<file path="src/rtl/boxavg_pkg.sv">
// ----------------------------------------------------------------------------
// boxavg_pkg
// Shared constants and types of the multichannel boxcar average core.
// ----------------------------------------------------------------------------
package boxavg_pkg;

  localparam int NUM_CH     = 8;
  localparam int FIELD_BITS = 10;

  // Control from the pipeline to the accumulator
  typedef struct packed {
    logic load;     // item leaves stage 1 into the output register
    logic filled;   // ring entry read for this item holds a real scan
  } boxavg_ctl_t;

endpackage

</file>
<file path="src/rtl/boxavg_ring_ram.sv">
// ----------------------------------------------------------------------------
// boxavg_ring_ram
// Scan ring: one write port, one read port, registered read data.
// ----------------------------------------------------------------------------
module boxavg_ring_ram #(
  parameter int ADDR_BITS = 4,
  parameter int DATA_BITS = 80
) (
  input  logic                 clk,
  input  logic                 rd_en,
  input  logic [ADDR_BITS-1:0] rd_addr,
  output logic [DATA_BITS-1:0] rd_data,
  input  logic                 wr_en,
  input  logic [ADDR_BITS-1:0] wr_addr,
  input  logic [DATA_BITS-1:0] wr_data
);

  localparam int DEPTH = 1 << ADDR_BITS;

  logic [DATA_BITS-1:0] mem [DEPTH];

  always_ff @(posedge clk) begin
    if (wr_en) begin
      mem[wr_addr] <= wr_data;
    end
  end

  // hold the read data while the reading item stalls
  always_ff @(posedge clk) begin
    if (rd_en) begin
      rd_data <= mem[rd_addr];
    end
  end

endmodule

</file>
<file path="src/rtl/boxavg_accum.sv">
// ----------------------------------------------------------------------------
// boxavg_accum
// Per-channel running sums and the registered window means.
// ----------------------------------------------------------------------------
module boxavg_accum #(
  parameter int WINDOW_LOG2 = 4,
  parameter int SAMPLE_BITS = 10
) (
  input  logic                                                       clk,
  input  logic                                                       rst,
  input  boxavg_pkg::boxavg_ctl_t                                    ctl,
  input  logic [boxavg_pkg::NUM_CH-1:0][SAMPLE_BITS-1:0]             fresh,
  input  logic [boxavg_pkg::NUM_CH-1:0][SAMPLE_BITS-1:0]             stale,
  output logic [boxavg_pkg::NUM_CH-1:0][boxavg_pkg::FIELD_BITS-1:0]  mean
);

  localparam int SUM_BITS = WINDOW_LOG2 + SAMPLE_BITS;

  logic [boxavg_pkg::NUM_CH-1:0][SUM_BITS-1:0] sums;
  logic [boxavg_pkg::NUM_CH-1:0][SUM_BITS-1:0] sums_next;

  always_comb begin
    for (int c = 0; c < boxavg_pkg::NUM_CH; c++) begin
      // unwritten entries count as zero until the ring has wrapped once
      sums_next[c] = sums[c] + SUM_BITS'(fresh[c])
                     - (ctl.filled ? SUM_BITS'(stale[c]) : SUM_BITS'(0));
    end
  end

  always_ff @(posedge clk) begin
    if (rst) begin
      sums <= '0;
    end else if (ctl.load) begin
      sums <= sums_next;
    end
  end

  always_ff @(posedge clk) begin
    if (ctl.load) begin
      for (int c = 0; c < boxavg_pkg::NUM_CH; c++) begin
        mean[c] <= boxavg_pkg::FIELD_BITS'(sums_next[c] >> WINDOW_LOG2);
      end
    end
  end

endmodule

</file>
<file path="src/rtl/multichannel_boxcar_average_core.sv">
// ----------------------------------------------------------------------------
// multichannel_boxcar_average_core
// Eight-channel moving average over the last 2^WINDOW_LOG2 scans.
//
//   channel  handshake             payload
//   input    in_valid / in_ready   sample_ch0 .. sample_ch7
//   output   out_valid / out_ready mean_ch0 .. mean_ch7, window_full
//
// One item per cycle sustained while the output does not stall. Each item
// reads its ring entry at the accepting edge, then its sum update goes into
// the output register, where the result is presented.
// The ring address advances by one per item, so the read of the next entry
// never meets the write of the previous one.
// Reset clears the sums, the write position and the first-wrap flag; ring entries
// not yet written are ignored until the first wrap, so no clearing pass.
// A stalled output holds the pipeline; the input is taken whenever stage 1
// is empty or moves on.
// ----------------------------------------------------------------------------
module multichannel_boxcar_average_core #(
  parameter int WINDOW_LOG2 = 4,
  parameter int SAMPLE_BITS = 10
) (
  input  logic                             clk,
  input  logic                             rst,
  input  logic                             in_valid,
  output logic                             in_ready,
  input  logic [boxavg_pkg::FIELD_BITS-1:0] sample_ch0,
  input  logic [boxavg_pkg::FIELD_BITS-1:0] sample_ch1,
  input  logic [boxavg_pkg::FIELD_BITS-1:0] sample_ch2,
  input  logic [boxavg_pkg::FIELD_BITS-1:0] sample_ch3,
  input  logic [boxavg_pkg::FIELD_BITS-1:0] sample_ch4,
  input  logic [boxavg_pkg::FIELD_BITS-1:0] sample_ch5,
  input  logic [boxavg_pkg::FIELD_BITS-1:0] sample_ch6,
  input  logic [boxavg_pkg::FIELD_BITS-1:0] sample_ch7,
  output logic                             out_valid,
  input  logic                             out_ready,
  output logic [boxavg_pkg::FIELD_BITS-1:0] mean_ch0,
  output logic [boxavg_pkg::FIELD_BITS-1:0] mean_ch1,
  output logic [boxavg_pkg::FIELD_BITS-1:0] mean_ch2,
  output logic [boxavg_pkg::FIELD_BITS-1:0] mean_ch3,
  output logic [boxavg_pkg::FIELD_BITS-1:0] mean_ch4,
  output logic [boxavg_pkg::FIELD_BITS-1:0] mean_ch5,
  output logic [boxavg_pkg::FIELD_BITS-1:0] mean_ch6,
  output logic [boxavg_pkg::FIELD_BITS-1:0] mean_ch7,
  output logic                             window_full
);

  localparam int NCH       = boxavg_pkg::NUM_CH;
  localparam int SCAN_BITS = NCH * SAMPLE_BITS;

  logic                               in_acc;
  logic                               s1_adv;
  logic [WINDOW_LOG2-1:0]             pos;
  logic                               filled;
  logic                               s1_valid;
  logic [WINDOW_LOG2-1:0]             s1_pos;
  logic                               s1_filled;
  logic [NCH-1:0][SAMPLE_BITS-1:0]    fresh;
  logic [NCH-1:0][SAMPLE_BITS-1:0]    s1_samples;
  logic [SCAN_BITS-1:0]               rd_data;
  logic [NCH-1:0][boxavg_pkg::FIELD_BITS-1:0] mean;
  boxavg_pkg::boxavg_ctl_t            ctl;

  assign s1_adv   = s1_valid && (!out_valid || out_ready);
  assign in_ready = !s1_valid || s1_adv;
  assign in_acc   = in_valid && in_ready;

  // drop sample bits above SAMPLE_BITS, or zero-extend
  assign fresh[0] = SAMPLE_BITS'(sample_ch0);
  assign fresh[1] = SAMPLE_BITS'(sample_ch1);
  assign fresh[2] = SAMPLE_BITS'(sample_ch2);
  assign fresh[3] = SAMPLE_BITS'(sample_ch3);
  assign fresh[4] = SAMPLE_BITS'(sample_ch4);
  assign fresh[5] = SAMPLE_BITS'(sample_ch5);
  assign fresh[6] = SAMPLE_BITS'(sample_ch6);
  assign fresh[7] = SAMPLE_BITS'(sample_ch7);

  // write position and first-wrap flag advance at accept
  always_ff @(posedge clk) begin
    if (rst) begin
      pos    <= '0;
      filled <= 1'b0;
    end else if (in_acc) begin
      pos <= pos + WINDOW_LOG2'(1);
      if (pos == {WINDOW_LOG2{1'b1}}) begin
        filled <= 1'b1;
      end
    end
  end

  always_ff @(posedge clk) begin
    if (rst) begin
      s1_valid <= 1'b0;
    end else if (in_ready) begin
      s1_valid <= in_valid;
    end
  end

  always_ff @(posedge clk) begin
    if (in_acc) begin
      s1_pos     <= pos;
      s1_filled  <= filled;
      s1_samples <= fresh;
    end
  end

  boxavg_ring_ram #(
    .ADDR_BITS (WINDOW_LOG2),
    .DATA_BITS (SCAN_BITS)
  ) u_ring (
    .clk     (clk),
    .rd_en   (in_acc),
    .rd_addr (pos),
    .rd_data (rd_data),
    .wr_en   (s1_adv),
    .wr_addr (s1_pos),
    .wr_data (s1_samples)
  );

  assign ctl.load   = s1_adv;
  assign ctl.filled = s1_filled;

  boxavg_accum #(
    .WINDOW_LOG2 (WINDOW_LOG2),
    .SAMPLE_BITS (SAMPLE_BITS)
  ) u_accum (
    .clk   (clk),
    .rst   (rst),
    .ctl   (ctl),
    .fresh (s1_samples),
    .stale (rd_data),
    .mean  (mean)
  );

  always_ff @(posedge clk) begin
    if (rst) begin
      out_valid <= 1'b0;
    end else if (!out_valid || out_ready) begin
      out_valid <= s1_valid;
    end
  end

  // flag as it stands after this item's scan
  always_ff @(posedge clk) begin
    if (s1_adv) begin
      window_full <= s1_filled || (s1_pos == {WINDOW_LOG2{1'b1}});
    end
  end

  assign mean_ch0 = mean[0];
  assign mean_ch1 = mean[1];
  assign mean_ch2 = mean[2];
  assign mean_ch3 = mean[3];
  assign mean_ch4 = mean[4];
  assign mean_ch5 = mean[5];
  assign mean_ch6 = mean[6];
  assign mean_ch7 = mean[7];

endmodule
</file>
<file path="config.mk">
export PLATFORM = sky130hd
export DESIGN_NAME = multichannel_boxcar_average_core
export DESIGN_NICKNAME = d
export VERILOG_FILES = /design/src/rtl/boxavg_pkg.sv /design/src/rtl/boxavg_ring_ram.sv /design/src/rtl/boxavg_accum.sv /design/src/rtl/multichannel_boxcar_average_core.sv
export SDC_FILE = /design/constraint.sdc
export NUM_CORES = 2
export LEC_CHECK = 0
export BUFFER_PORTS_ARGS = -buffer_cell sky130_fd_sc_hd__buf_2
export CAP_MARGIN = 40
export CORE_MARGIN = 4
export CORE_UTILIZATION = 51
export CTS_CLUSTER_SIZE = 12
export DETAILED_ROUTE_END_ITERATION = 8
export PLACE_DENSITY_LB_ADDON = 0.08
export SLEW_MARGIN = 10
export SYNTH_ARGS = -nofsm -noshare
export SYNTH_HDL_FRONTEND = slang
export SYNTH_SLANG_ARGS = --single-unit
export TNS_END_PERCENT = 10
</file>
<file path="constraint.sdc">
create_clock -name clk -period 9.5 [get_ports clk]
set_input_delay 0.95 -clock clk [delete_from_list [all_inputs] [get_ports clk]]
set_output_delay 0.95 -clock clk [all_outputs]
set_load 0.02 [all_outputs]
</file>
== After elaboration in Yosys (flattened, before gate mapping) ==
Memories as Yosys holds them, arrays and structs flattened. A register that Yosys moved wholly into a read port is not among the register bits.
Index checks and enable logic that the tools add are counted.

* Bits in registers: 285
* RAM bits: 1,280
* Input bits: 84
* Output and inout bits: 83
* Word-level logic and storage cells: 69
* Memories kept: 1

* Add/sub/neg operators: 17
* Equality and inequality tests: 2
* Multiplexer cells: 10
* Reduce and logical (&&, ||, !) cells: 8

{| class="wikitable"
|+ Memories
! name !! words !! bits a word !! read ports !! clocked after Yosys merged registers in !! wr ports !! RTL line !! text
|-
| u_ring.mem || 16 || 80 || 1 || 1 || 1 || boxavg_ring_ram.sv:20 || <nowiki>logic [DATA_BITS-1:0] mem [DEPTH];</nowiki>
|}

{| class="wikitable"
|+ Operator list
! cell !! count
|-
| adder 14 x 10 -> 14 bit || 8
|-
| subtractor 14 bit || 8
|-
| two-way mux 10 bit || 8
|-
| == test 4 bit (second input constant) || 2
|-
| adder 4 x 1 -> 4 bit (second input constant) || 1
|-
| logical OR 1 bit || 3
|-
| logical AND 1 bit || 2
|-
| zero test 1 bit || 2
|-
| two-way mux 1 bit || 2
|-
| AND reduction 2 bit || 1
|}

== Logic depth before layout (Yosys ltp) ==
* Depth in word-level cells: 6
* Mapped depth: 15
* Depth with buffers taken out: 13

== Hierarchy ==
Synthesis repeated with hierarchy kept, for this count alone.

* Cells, all modules: 3,843
* Area total of the unflattened synthesis: 67,960.2 um2

{| class="wikitable"
|+ By module, submodules not included
! module !! times used !! cells each !! area an instance (um2) !! sequential area each (um2)
|-
| boxavg_ring_ram || 1 || 2,054 || 50,223.2 || 40,839.2
|-
| boxavg_accum || 1 || 1,666 || 14,823.0 || 4,644.5
|-
| multichannel_boxcar_average_core || 1 || 123 || 2,914.0 || 2,722.6
|}

== Worst setup path before layout ==
No wires, ideal clock.

* Path kind: input-to-reg
* Start: input out_ready
* End: memory u_ring.mem[2][0], enable pin
* Setup time: 0.616 ns
* Arrival: 7.322 ns
* Data required time: 8.884 ns
* Setup slack: 1.561 ns
* Stages on the path: 8
* Buffers on the path: 3
* Cell sequence: nor2b_1 nand2b_1 clkbuf_1 clkbuf_1 clkbuf_1 nor2_1 nand2_1 nor3_1

* Cells in the longest elaborated chain, start to end: 4

{| class="wikitable"
|+ Ends and longest elaborated chain
! element !! RTL line !! text
|-
| from (decl) || multichannel_boxcar_average_core.sv:36 || <nowiki>input logic out_ready,</nowiki>
|-
| logical OR 1 bit || multichannel_boxcar_average_core.sv:64 || <nowiki>assign s1_adv = s1_valid && (!out_valid || out_ready);</nowiki>
|-
| logical AND 1 bit || multichannel_boxcar_average_core.sv:64 ||
|-
| two-way mux 1 bit || boxavg_ring_ram.sv:23 || <nowiki>if (wr_en) begin</nowiki>
|-
| two-way mux 1 bit (implied by the code) || boxavg_ring_ram.sv:24 || <nowiki>mem[wr_addr] <= wr_data;</nowiki>
|-
| to (decl) || boxavg_ring_ram.sv:20 ||
|}

No other way between the ends.

==> reports/qor.txt <==
status = finished clean
initial antenna violation count = 9
clk slew on worst S/H paths = 0.06 ns
# hold bufs at CTS = 0
area post-placement = 72450 µm²
Synth Flop Type = edfxtp_1
drt total wl = 154.3 mm
largest net degree at the start of global routing = 128
YS warnings = 0
synthesis-stage register bit count = 1645
Req. time, crit path = 10.01 ns
max cap viols = 0
Peak VDD IR = 0.1627 mV
max-slew violations = 0
share of cells above drive strength 1 = 18.77%
post-DR wirelength/cell = 24.91 µm
Via Count = 35740
die width = 375.9 µm
dpl ws = 5.134 ns
crit path capture type = flop
worst slew pin tran = 0.9132 ns
Leakage = 0.02603 µW
RSZ-0062 raised after global routing = no
number of remaining DRC errors = 0
synthesized area = 69030 µm²
GRT overflow = 0
via/cell ratio = 5.768
Setup Buffers After CTS = 0
Ports = 167
sw frac = 25.60%
sequential share of power = 48.8%
core area = 134000 µm²
CP max FO = 51
syn nets = 4346
Finish-stage setup viols = 0
critical path start-end classification = flop to flop
Pre-antenna DRT Iters = 6
Power Density = 224.4 nW/µm²
Critical Path Start Type = flop
Tot GR Track Use = 22.15%
FP Rows = 134
setup TNS = 0 ns
I/O Buffers = 166
TritonCTS clock tree = built
drt first-iter violations = 3195
R2R setup slack = 5.65 ns
Starting Density = 51.53%
die height = 375.9 µm
Root Buffer = clkbuf_16
Resized cells post-CTS = 0
async set-or-reset flop fraction in the synthesized netlist = 0%
max_slew headroom = 39.12%
Final Hold Vio Count = 0
crit path time final = 3.849 ns
post-layout util = 58.03%
Fmax = 259.8 MHz
Worst Hold Class = input port to flop
Syn-to-layout area delta = 12.61%
post-route ant nets = 0
Logic pwr share = 15.2%
Post-synth EDFFs = 1526
die area = 141300 µm²
routability congestion estimate = 0.7861
register area share after synthesis = 69.83%
clock tree buffer depth = 3
Worst Skew = 0.03247 ns
synth unique cells = 71
Pint = 12980 µW
DPL Wire Length = 89.95 mm
Arr. time, crit path = 4.36 ns
Clk pwr share = 36.0%
post-route cell area = 77740 µm²
H-tree Lvls = 4
vias in the first global route = 36690
total CTS buffers = 172
Syn Inst Count = 4069
syn avg cell area = 16.97 µm²
switching pwr = 4466 µW
Layout Nets = 4573
Final Cycle Share = 40.51%
total power = 17450 µW
CTS Sinks = 1645
Skew-Pair Late Insertion Delay = 0.78 ns
fin worst setup slack = 5.651 ns
first-pass GRT wire length = 234.5 mm
## worst max-delay path, stage by stage (launching register included)
cell and delay (ns):
edfxtp_1 0.35, buf_4 0.53, and2_1 0.26, fa_1 0.45, inv_1 0.07, ha_1 0.24
a211oi_2 0.24, o211ai_1 0.13, a31oi_1 0.37, a2bb2oi_2 0.25, mux2_2 0.36, or2_2 0.30
## cells in the mapped netlist (all sizes together), types with 60 or more instances
library cell / count / area [µm²]
nand2: 143 / 536.8
clkbuf: 138 / 518.0
a21oi: 200 / 1008
ha: 113 / 1414
fa: 80 / 1602
nor2b: 110 / 688.2
a211oi: 110 / 835.8
inv: 367 / 1378
dfxtp: 119 / 2382
mux2i: 87 / 870.8
and2: 83 / 519.3
edfxtp: 1526 / 45820
nor3: 60 / 300.3
mux4: 320 / 7207
nor2: 118 / 442.9
## registers in the layout, indices dropped and copies added, names as in the netlist
register,count
s1_filled,1
u_ring.mem,1280
u_accum.mean,80
pos,4
s1_samples,80
s1_pos,4
filled,1
s1_valid,1
window_full,1
out_valid,1
u_accum.sums,112
u_ring.rd_data,80
## layout make-up
class / count / area (µm²)
Inverter: 367 / 1385
Clock buffer: 248 / 4797
Antenna cell: 1 / 2.502
Tap cell: 1768 / 2212
Clock inverter: 58 / 439.2
Fill cell: 10210 / 56220
Multi-Input combinational cell: 1862 / 18770
Timing Repair Buffer: 248 / 1911
Sequential cell: 1645 / 48220
## power groups by stage
stage | clock, µW | sequential [µW] | combinational [µW]
2_1_floorplan | 0 | 8670 | 1880
3_3_place_gp | 0 | 8680 | 2610
3_5_place_dp | 0 | 8680 | 2620
4_1_cts | 6440 | 8530 | 2650
5_1_grt | 6760 | 8550 | 2940
6_report | 6280 | 8520 | 2640
## layout by cell type, fill, tap and decap left out, types with 26 or more instances in the layout
cell       instances
edfxtp_1        1526
inv_1            365
mux4_2           320
a21oi_1          198
clkbuf_16        178
buf_2            165
nand2_1          143
dfxtp_1          115
ha_1             113
nor2b_1          110
a211oi_1         108
nor2_1           106
mux2i_1           87
and2_1            82
fa_1              80
clkbuf_1          62
xnor2_1           59
nor3_1            56
buf_4             55
o21ai_0           51
nand3_1           47
a21o_1            35
clkinv_1          26
## kinds of logic (layout without fill, tap and decap cells)
| kind of cell | after synthesis | after routing | share of synthesized area, % |
|---|---|---|---|
| flip-flops | 1645 | 1645 | 69.83 |
| buffers and inverters | 562 | 921 | 3.148 |
| XOR/XNOR | 78 | 78 | 0.9896 |
| AO/OA/AOI/OAI | 523 | 523 | 4.954 |
| multiplexers | 413 | 413 | 11.80 |
| adder cells (fa/ha/maj) | 193 | 193 | 4.368 |
| AND/OR/NAND/NOR | 655 | 655 | 4.910 |
| other | 0 | 1 | 0 |
## per-stage QoR
step / std cells / hold slack, ns
2_1_floorplan: 4069 / 0.4064
3_3_place_gp: 5869 / 0.4205
3_5_place_dp: 5888 / 0.4272
4_1_cts: 6194 / 0.2832
5_1_grt: 6196 / 0.3001
6_report: 6197 / 0.3510
## routing by layer
metal,vias to the layer above,part of all wire (%),GRT usage [%]
li1,16060,-,-
met3,207,6.7,4.493
met2,1038,47,34.64
met4,0,1.7,4.978
met5,-,0,0
met1,18440,45,32.59
## final timing paths
check,from,end,cells after the start
setup / recovery,s1_filled$_DFFE_PP_,u_accum.mean[77]$_DFFE_PP_,11
hold / removal,sample_ch2[0],s1_samples[20]$_DFFE_PP_,1
setup reg to reg,s1_filled$_DFFE_PP_,u_accum.mean[77]$_DFFE_PP_,11
hold reg to reg,filled$_SDFFE_PP0P_,s1_filled$_DFFE_PP_,0
Power figures use the tool's default switching activity.
